File: config.mk
export PLATFORM = sky130hd
export DESIGN_NAME = rdq_apb_regs
export DESIGN_NICKNAME = d
export VERILOG_FILES = /design/src/rtl/rdq_pkg.sv /design/src/rtl/rdq_apb_regs.sv
export SDC_FILE = /design/constraint.sdc
export NUM_CORES = 1
export LEC_CHECK = 0
export BUFFER_PORTS_ARGS = -buffer_cell sky130_fd_sc_hd__buf_2
export CORE_MARGIN = 2
export CORE_UTILIZATION = 25
export DETAILED_ROUTE_END_ITERATION = 16
export GPL_TIMING_DRIVEN = 0
export PLACE_DENSITY = 0.81
export SYNTH_ARGS = -nofsm -noshare
export SYNTH_HDL_FRONTEND = slang
export SYNTH_SLANG_ARGS = --single-unit
File: constraint.sdc
create_clock -name aclk -period 0.85 [get_ports aclk]
set_input_delay 0.085 -clock aclk [delete_from_list [all_inputs] [get_ports aclk]]
set_output_delay 0.085 -clock aclk [all_outputs]
set_load 0.02 [all_outputs]
File: src/rtl/rdq_pkg.sv
// ----------------------------------------------------------------------------
// rdq_pkg
// Shared constants, types and helpers for the 2x2 RGBA downsampler.
// ----------------------------------------------------------------------------
package rdq_pkg;

    // Source tile edge in pixels
    localparam int TILE_SIZE = 512;
    localparam int HALF_TILE = TILE_SIZE / 2;

    // Widths
    localparam int CNT_W   = $clog2(TILE_SIZE);
    localparam int IDX_W   = $clog2(HALF_TILE);
    localparam int PIX_W   = 32;
    localparam int ADDR_W  = 18;
    localparam int APB_AW  = 3;
    localparam int APB_DW  = 32;
    localparam int REG_IDX_W = 1;

    // Per-lane averaging masks
    localparam logic [PIX_W-1:0] LANE_HIGH_MASK = 32'hFEFE_FEFE;
    localparam logic [PIX_W-1:0] LANE_LOW_MASK  = 32'h0101_0101;

    // Register indexes
    localparam logic [REG_IDX_W-1:0] REG_QUAD_X = 1'b0;
    localparam logic [REG_IDX_W-1:0] REG_QUAD_Y = 1'b1;

    typedef logic [CNT_W-1:0]  cnt_t;
    typedef logic [IDX_W-1:0]  idx_t;
    typedef logic [PIX_W-1:0]  pix_t;
    typedef logic [ADDR_W-1:0] addr_t;

    // Quadrant selection handed from the register block to the datapath
    typedef struct packed {
        logic quad_x;
        logic quad_y;
    } cfg_t;

    // floor((p+q)/2) on each of the four 8-bit lanes
    function automatic pix_t lane_mean(input pix_t p, input pix_t q);
        return ((p & LANE_HIGH_MASK) >> 1) + ((q & LANE_HIGH_MASK) >> 1)
             + (p & q & LANE_LOW_MASK);
    endfunction

endpackage

File: src/rtl/rdq_apb_regs.sv
// ----------------------------------------------------------------------------
// rdq_apb_regs
// APB register block: quadrant_x at 0x0, quadrant_y at 0x4.
// ----------------------------------------------------------------------------
module rdq_apb_regs (
    input  logic                       aclk,
    input  logic                       aresetn,
    input  logic                       psel,
    input  logic                       penable,
    input  logic                       pwrite,
    input  logic [rdq_pkg::APB_AW-1:0] paddr,
    input  logic [rdq_pkg::APB_DW-1:0] pwdata,
    output logic [rdq_pkg::APB_DW-1:0] prdata,
    output logic                       pready,
    output rdq_pkg::cfg_t              cfg
);
    import rdq_pkg::*;

    logic                 quad_x_reg;
    logic                 quad_y_reg;
    logic                 wr_stb;
    logic [REG_IDX_W-1:0] reg_idx;

    assign pready  = 1'b1;
    assign wr_stb  = psel & penable & pwrite;
    assign reg_idx = paddr[2 +: REG_IDX_W];

    // Register writes
    always_ff @(posedge aclk) begin
        if (!aresetn) begin
            quad_x_reg <= 1'b0;
            quad_y_reg <= 1'b0;
        end else if (wr_stb) begin
            unique case (reg_idx)
                REG_QUAD_X: quad_x_reg <= pwdata[0];
                REG_QUAD_Y: quad_y_reg <= pwdata[0];
                default: ;
            endcase
        end
    end

    // Read mux
    always_comb begin
        prdata = '0;
        unique case (reg_idx)
            REG_QUAD_X: prdata[0] = quad_x_reg;
            REG_QUAD_Y: prdata[0] = quad_y_reg;
            default: ;
        endcase
    end

    assign cfg.quad_x = quad_x_reg;
    assign cfg.quad_y = quad_y_reg;

endmodule

==> key figures, run 1 <==
Status
  – Failing checks: negative setup slack
  – Outcome: complete, but fails checks

STA
  – Fin worst setup slack: -0.1665 ns
  – Fin. Hold Viols: 0
  – Max Slew Vio Count: 0
  – Final Setup Violations: 3
  – WHS: 0.1410 ns
  – Max Clk Rate: 983.8 MHz
  – Clock skew: 0 ns
  – Final critical-path required period: 1.016 ns
  – Period utilization: 1.196
  – RSZ-0062 raised after global routing: true
  – Total negative slack: -0.3987 ns

Power
  – Peak supply drop: 0.8170 mV
  – Tot Pwr: 0.0006003 W
  – Leakage: 0.4052 nW
  – Pwr per Cell Area: 989.3 mW/mm²

Hold path
  – Hold depth: 3
  – Worst Hold Class: in -> reg

Worst setup path
  – Critical R2R Capture: quad_x_reg
  – CP startpoint: quad_y_reg
  – Startpoint types: flip-flop
  – Critical path fanouts, max: 3
  – Worst Setup EP: prdata[0]
  – Data arrival, critical path: 0.93 ns
  – Worst R2R Path Depth: 4
  – Setup CP Type: reg -> out
  – Reg2reg start: quad_x_reg
  – Worst R2R Setup Slack: 0.09 ns
  – Worst endpoint required time: 0.76 ns
  – CP endpoint kind: output port

GRT
  – Vias in the first global route: 271
  – GR Util All Layers: 0.08727
  – Largest net degree at the start of global routing: 4
  – Initial antenna violation count: 0
  – Grt total ovfl: 0
  – First-pass GRT wire length: 1117 µm

Final layout
  – Number of diodes: 0
  – Layout cells sized above 1: 0.5667
  – Final core utilization: 0.4606
  – Register area: 42.54 µm²
  – Area delta synth->final: 68.40%
  – Multi-input gate area: 181.4 µm²
  – Nets: 132
  – Fillers: 136

Logic synthesis
  – Syn Area/Cell: 7.834 µm²
  – Synth Instances: 46
  – Synth Register Bits: 2
  – Sequential-to-total area share from yosys stat: 0.1111
  – Distinct cells, synth: 8
  – Yosys warns: 0
  – Mapped Area: 360.3 µm²

Place
  – I/O Buffers: 9
  – Gpl congestion: 0.6320

Clock network
  – Clk Latency, worst-skew pair: 0.22 ns
  – Clk slew on worst S/H paths: 0.03 ns
  – CTS Buffer Depth: 2
  – H-Tree Depth: 1
  – CTS Buf Count: 3
  – Clock root cell: clkbuf_4
  – CTS Hold Bufs: 0
  – Clock sinks: 2
  – CTS tree: built

Routing
  – Via density: 2.952
  – DRT met1 WL: 188 µm
  – Routed wire length: 716 µm
  – Length of routed met2 wiring: 455 µm
  – First DRT Iteration DRCs: 8
  – Antenna Violating Nets Remaining: 0
  – Drc violations: 0
  – First-pass iteration count of the detailed router: 3
  – DR vias: 310
  – Met3 wire len: 71 µm
  – Top Metal Used: met3
  – Avg WL per Cell: 6.819 µm

Floorplan
  – Number of I/O pins: 75
  – Core Box Area: 0.001318 mm²
  – Initial Utilization: 0.2735
  – Die Span Y: 41.97 µm
  – Die width: 41.97 µm
  – Rows: 13
  – Die area: 0.001761 mm²

Run
  – Maxcap violations: 0
-- cells in the final DEF (no fill, tap or decap) --
| master | synthesis | layout |
|---|---|---|
| nand2_1 | 3 | 3 |
| conb_1 | 2 | 32 |
| clkbuf_4 | 0 | 3 |
| mux2i_1 | 2 | 2 |
| buf_2 | 0 | 6 |
| dfxtp_2 | 0 | 2 |
| buf_6 | 0 | 5 |
| nand4b_1 | 1 | 1 |
| mux2_4 | 0 | 1 |
| nand4_1 | 1 | 1 |
| buf_4 | 34 | 34 |
-- cell families (layout without fill, tap and decap cells) --
logic type | Yosys count | after routing | synth area share
flip-flops | 2 | 2 | 0.1111
AND/OR/NAND/NOR | 5 | 5 | 0.07293
other | 2 | 32 | 0.02084
buffers and inverters | 34 | 48 | 0.7083
multiplexers | 3 | 3 | 0.08681
-- critical path, stage by stage, from the launching register on --
cell	delay (ns)
dfxtp_2	0.32
mux2_4	0.26
buf_6	0.13
-- layout make-up --
type / count / area share
buffer: 33 / 0.4144
multi-input combinational: 40 / 0.2990
timing repair buffer: 12 / 0.1485
sequential: 2 / 0.07010
clock buffer: 3 / 0.03711
tap: 15 / 0.03093
-- per-stage QoR --
| step | setup slack, ns | instances | cell area [µm²] |
|---|---|---|---|
| 4_1_cts | -0.1719 | 104 | 595.6 |
| 6_report | -0.1665 | 105 | 606.8 |
| 2_1_floorplan | 0.1573 | 76 | 473.0 |
| 3_3_place_gp | 0.05482 | 100 | 536.8 |
| 3_5_place_dp | 0.05493 | 100 | 536.8 |
| 5_1_grt | -0.1859 | 105 | 606.8 |
-- how the worst min path moves through the flow --
stage	startpoint	end	slack, ns
after detailed placement	pwdata[0]	quad_y_reg	0.38
final	pwdata[0]	quad_y_reg	0.14
after floorplan	aresetn	quad_y_reg	0.23
after global placement	pwdata[0]	quad_y_reg	0.37
after CTS	pwdata[0]	quad_y_reg	0.13
after global routing	aresetn	quad_x_reg	0.16
-- timing repair --
item / in CTS / in global routing
setup endpoints to repair: 3 / 3
buffers inserted: 2 / 1
resized for setup: 10 / 1
-- synth_stat cells --
master | n | area share
mux2_2 | 1 | 0.031
conb_1 | 2 | 0.021
nand2_1 | 3 | 0.031
dfxtp_1 | 2 | 0.11
nand4b_1 | 1 | 0.024
mux2i_1 | 2 | 0.056
buf_4 | 34 | 0.71
nand4_1 | 1 | 0.017
-- routing by layer --
layer  vias to the layer above  track usage
met1                       125      0.07216
met5                         -            0
met4                         0      0.07742
met3                         0      0.02609
met2                        19       0.1625
li1                        166            -
-- where the power goes --
part	total [W]	leakage (nW)	switching, W	internal [W]
clock network	0.000210	0.0138	0.0000544	0.000156
registers	0.0000984	0.0172	0.00000133	0.0000971
logic	0.000292	0.374	0.000166	0.000126
total	0.000600	0.405	0.000222	0.000379
Power figures use the tool's default switching activity.
==> run 2: changes to the inputs <==
Settings changed: BUFFER_PORTS_ARGS -buffer_cell sky130_fd_sc_hd__buf_2 to -buffer_cell sky130_fd_sc_hd__clkbuf_2.
==> run 2 against run 1 <==
Compared with the run above: the run still ends with negative setup slack left; setup slack gained 0.011 ns; clock power down 4%; combinational power hardly changed; count of clock-buffer cells in the layout unchanged; via count shrank 0.97%; register-to-register slack worse by 0.03 ns; power down 0.95%; flip-flop and latch count stayed put; critical path depth stayed put; first-iteration DRC count is 100% lower; final cell count is the same; maximum frequency grew 1.1%; critical endpoint unchanged; largest cell class unchanged.
==> key figures, run 2 (same netlist as run 1, synthesis figures left out) <==
Power
  – Switch share: 0.3602
  – Clock share of power: 0.340
  – Internal Power: 0.0003804 W
  – Sequential share of power: 0.165
  – Leakage: 0.4096 nW
  – Peak supply drop: 0.8788 mV
  – Combinational power share: 0.495
  – Switching pwr: 0.0002142 W
  – Pwr per Cell Area: 962.0 mW/mm²

GRT
  – Grt total ovfl: 0
  – GR Util All Layers: 0.09447
  – First-pass GRT wire length: 1276 µm
  – Largest net degree at the start of global routing: 4
  – Vias in the first global route: 325
  – Initial antenna violation count: 0

Floorplan
  – Initial Utilization: 0.2735
  – Die area: 0.001761 mm²
  – Core Box Area: 0.001318 mm²
  – Die Span Y: 41.97 µm
  – Die width: 41.97 µm
  – Rows: 13
  – Number of I/O pins: 75

Worst setup path
  – Slowest cell on crit path: dfxtp_2
  – Crit-path leading delay family: flip-flops
  – Data arrival, critical path: 0.92 ns
  – Startpoint types: flip-flop
  – Crit path buf inv count: 1
  – Critical path fanouts, max: 2
  – CP endpoint kind: output port
  – Crit-path max cell delay: 0.31 ns
  – Setup CP Type: reg -> out
  – Crit-path cells: mux2_4, buf_8
  – Worst endpoint required time: 0.76 ns

Final layout
  – Post-route insts no fill: 105
  – Most common cell after layout, fill and taps aside: buf_4
  – Nets: 132
  – Multi-input gate area: 181.4 µm²
  – Area delta synth->final: 71.53%
  – Most frequent cells in the layout: 34 x buf_4, 32 x conb_1, 6 x clkbuf_2
  – Register area: 42.54 µm²
  – Layout cells sized above 1: 0.5667
  – Fillers: 142
  – Number of diodes: 0

Status
  – Failing checks: negative setup slack
  – Outcome: complete, but fails checks

Routing
  – Antenna Violating Nets Remaining: 0
  – Avg WL per Cell: 6.981 µm
  – Via density: 2.924
  – Drc violations: 0
  – First DRT Iteration DRCs: 0
  – First-pass iteration count of the detailed router: 1
  – Routed wire length: 733 µm
  – DR vias: 307

STA
  – Fin. Hold Viols: 0
  – Final Setup Violations: 3
  – Clock skew: 0 ns
  – Max Slew Vio Count: 0
  – Final critical-path required period: 1.006 ns
  – Max Clk Rate: 994.4 MHz
  – Period utilization: 1.183
  – WHS: 0.1468 ns
  – RSZ-0062 raised after global routing: true
  – Fin worst setup slack: -0.1556 ns

Clock network
  – Clock root cell: clkbuf_4
  – Clk Latency, worst-skew pair: 0.21 ns
  – Clk slew on worst S/H paths: 0.03 ns
  – H-Tree Depth: 1
  – CTS tree: built
  – CTS Buffer Depth: 2
  – Clock sinks: 2
  – CTS Buf Count: 3

Place
  – I/O Buffers: 9
  – Placed insts: 100
  – Gpl congestion: 0.6178
  – Pre-CTS WS: 0.05393 ns

Run
  – Maxcap violations: 0

Hold path
  – Worst Hold Class: in -> reg
run 2: layout make-up:
type / instances / share of cell area
Buffer: 32 / 0.3887
Clock buffer: 3 / 0.03644
Multi-Input combinational cell: 40 / 0.2935
Sequential cell: 2 / 0.06883
Tap cell: 15 / 0.03036
Timing Repair Buffer: 13 / 0.1822
run 2: path summary, 6_finish.rpt:
path	endpoint	slack, ns	cells after the start	startpoint
worst max-delay path	prdata[0]	-0.16	2	quad_x_reg
worst min-delay path	quad_y_reg	0.15	3	pwdata[0]
worst max register to register	quad_y_reg	0.06	4	quad_y_reg
worst min register to register	quad_x_reg	0.70	4	quad_x_reg
run 2: layer usage:
metal	wire [µm]	track usage	up-vias
met1	160	0.06202	119
met2	465	0.1969	21
met3	86	0.03478	2
met4	20	0.07097	0
li1	-	-	165
met5	0	0	-
run 2: per-stage QoR:
| stage | setup TNS [ns] | utilization | total power (W) | cell area (µm²) |
|---|---|---|---|---|
| detailed placement | 0 | 0.4074 | 0.0003711 | 536.8 |
| floorplan | 0 | - | 0.0003496 | 473.0 |
| global placement | 0 | 0.4074 | 0.0003702 | 536.8 |
| global route | -0.4349 | 0.4691 | 0.0006346 | 618.1 |
| CTS | -0.4341 | 0.4663 | 0.0005934 | 614.3 |
| finish | -0.3723 | 0.4691 | 0.0005946 | 618.1 |
run 2: power groups by stage:
stage / sequential, W / clock [W] / combinational (W)
4_1_cts: 0.0000980 / 0.000212 / 0.000283
6_report: 0.0000981 / 0.000202 / 0.000294
5_1_grt: 0.0000981 / 0.000221 / 0.000315
2_1_floorplan: 0.0000990 / 0 / 0.000251
3_5_place_dp: 0.0000994 / 0 / 0.000272
3_3_place_gp: 0.0000992 / 0 / 0.000271
run 2: repair_timing:
item,CTS,global route
gates resized for setup,11,5
hold buffers,0,0
setup endpoints to repair,3,3
buffers inserted,4,2
run 2: worst reg2reg max path, cell delays in order, from the launching register on:
cell and delay [ns]:
dfxtp_2 0.31, buf_4 0.12, buf_6 0.11, nand2_1 0.06, mux2i_1 0.07
==> run 3: changes to the inputs <==
Settings changed: CAP_MARGIN set to 0, CORE_UTILIZATION 25 to 26, CTS_BUF_LIST set to sky130_fd_sc_hd__clkbuf_4 sky130_fd_sc_hd__clkbuf_8, PLACE_DENSITY 0.81 to 0.84.
==> run 3 against run 2 <==
Compared with the run above: the flow still finishes with violations (negative setup slack); design area is 0.20% lower; utilization up 0.49 points; maximum frequency down 0.67%; setup slack lost 0.0068 ns; critical path depth unchanged; clock power is 4% higher; non-clock buffer count stayed put; sequential power about the same; clock skew is the same.
==> key figures, run 3 (same netlist as run 1, synthesis figures left out) <==
Clock network
  – Clk Latency, worst-skew pair: 0.22 ns
  – CTS Buf Count: 3
  – Clock sinks: 2
  – H-Tree Depth: 1
  – CTS Buffer Depth: 2
  – CTS tree: built
  – Clk slew on worst S/H paths: 0.03 ns
  – Clock root cell: clkbuf_4

Final layout
  – Post-route insts no fill: 105
  – Area delta synth->final: 71.18%
  – Nets: 132
  – Most common cell after layout, fill and taps aside: buf_4
  – Layout cells sized above 1: 0.5778
  – Final core utilization: 0.4740
  – Number of diodes: 0
  – Most frequent cells in the layout: 33 x buf_4, 32 x conb_1, 6 x clkbuf_2, 4 x buf_6, 3 x clkbuf_4

STA
  – Max Slew Vio Count: 0
  – Period utilization: 1.191
  – Fin worst setup slack: -0.1624 ns
  – RSZ-0062 raised after global routing: true
  – Clock skew: 0 ns
  – Final critical-path required period: 1.012 ns
  – Final Setup Violations: 3
  – Fin. Hold Viols: 0
  – Max Clk Rate: 987.7 MHz

Worst setup path
  – Crit-path cells: mux2_2, buf_6
  – Critical path fanouts, max: 2
  – Data arrival, critical path: 0.93 ns
  – Crit-path leading delay family: flip-flops
  – Critical R2R Capture: quad_y_reg
  – Startpoint types: flip-flop
  – CP startpoint: quad_x_reg
  – Worst R2R Path Depth: 5
  – Slowest cell on crit path: dfxtp_2
  – Setup CP Type: reg -> out
  – Worst endpoint required time: 0.76 ns
  – Reg2reg start: quad_y_reg
  – Crit path buf inv count: 1
  – Worst R2R Setup Slack: -0.03 ns
  – Crit-path max cell delay: 0.31 ns
  – CP endpoint kind: output port

GRT
  – M3 GR Usage: 0.05435
  – GR Util All Layers: 0.08758
  – Initial antenna violation count: 0
  – Met1 Usage GRT: 0.03503
  – Vias in the first global route: 237
  – Busiest grt layer: met2
  – Met2 GRT Util: 0.1914
  – Grt total ovfl: 0
  – First-pass GRT wire length: 814 µm
  – Largest net degree at the start of global routing: 4

Power
  – Tot Pwr: 0.0006037 W
  – Peak supply drop: 0.2833 mV
  – Pwr per Cell Area: 978.7 mW/mm²
  – Leakage: 0.4077 nW

Floorplan
  – Number of I/O pins: 75
  – Core Box Area: 0.001301 mm²
  – Die area: 0.001700 mm²
  – Die width: 41.23 µm
  – Rows: 13
  – Initial Utilization: 0.2769
  – Die Span Y: 41.23 µm

Status
  – Outcome: complete, but fails checks
  – Failing checks: negative setup slack

Routing
  – Avg WL per Cell: 7.210 µm
  – Routed wire length: 757 µm
  – First DRT Iteration DRCs: 0
  – Via density: 2.933
  – DR vias: 308
  – First-pass iteration count of the detailed router: 1
  – Drc violations: 0
  – Antenna Violating Nets Remaining: 0

Hold path
  – Hold wc startpoint: pwdata[0]
  – WHS Endpoint: quad_x_reg
  – Hold depth: 3
  – Worst Hold Class: in -> reg

Place
  – Pre-CTS WS: 0.05667 ns
  – I/O Buffers: 9
  – Gpl congestion: 0.5661
  – Placed insts: 100

Run
  – Maxcap violations: 0
## run 3: cell types whose count changed in the layout (fill, tap and decap cells not counted)
| cell | previous run | this run |
|---|---|---|
| buf_6 | 2 | 4 |
| buf_4 | 34 | 33 |
| buf_8 | 3 | 2 |
| mux2_2 | 0 | 1 |
| mux2_4 | 1 | 0 |
| nand2_1 | 3 | 2 |
| nand2_2 | 0 | 1 |
## run 3: cell type report
type                       instances  area, µm²
tap                               15      18.77
multi-input combinational         40      180.2
fill                             135      684.4
timing repair buffer              13      112.6
buffer                            32      240.2
sequential                         2      42.54
clock buffer                       3      22.52
## run 3: how the worst max path moves through the flow
stage / end / cells past startpoint / slack (ns)
detailed placement: prdata[0] / 2 / 0.06
CTS: prdata[0] / 2 / -0.18
global placement: prdata[0] / 2 / 0.06
global route: prdata[0] / 2 / -0.18
finish: prdata[0] / 2 / -0.16
floorplan: prdata[0] / 1 / 0.16
## run 3: report_power, final
part	internal, W	switching (W)
combinational	0.000127	0.000167
clock	0.000156	0.0000554
sequential	0.0000971	0.00000117
total	0.000380	0.000224
## run 3: tightest hold or removal path: stages
cell,delay (ns)
clkbuf_2,0.08
nand2_1,0.08
mux2i_1,0.07
## run 3: stage by stage
step	cell area [µm²]	hold slack, ns	TNS, ns
after floorplan	473.0	0.2341	0
after global placement	536.8	0.3474	0
after detailed placement	536.8	0.3869	0
after CTS	609.3	0.1372	-0.4311
after global routing	616.8	0.1707	-0.3776
final	616.8	0.1421	-0.3051
## run 3: repair_timing
item	in CTS	in global routing
gates resized for setup	8	7
hold buffers	0	0
setup endpoints to repair	3	3
setup buffers	2	2
## run 3: layer usage
layer,up-vias,wire [µm]
li1,166,-
met1,116,175
met2,26,458
met3,0,123
met4,0,0
met5,-,0
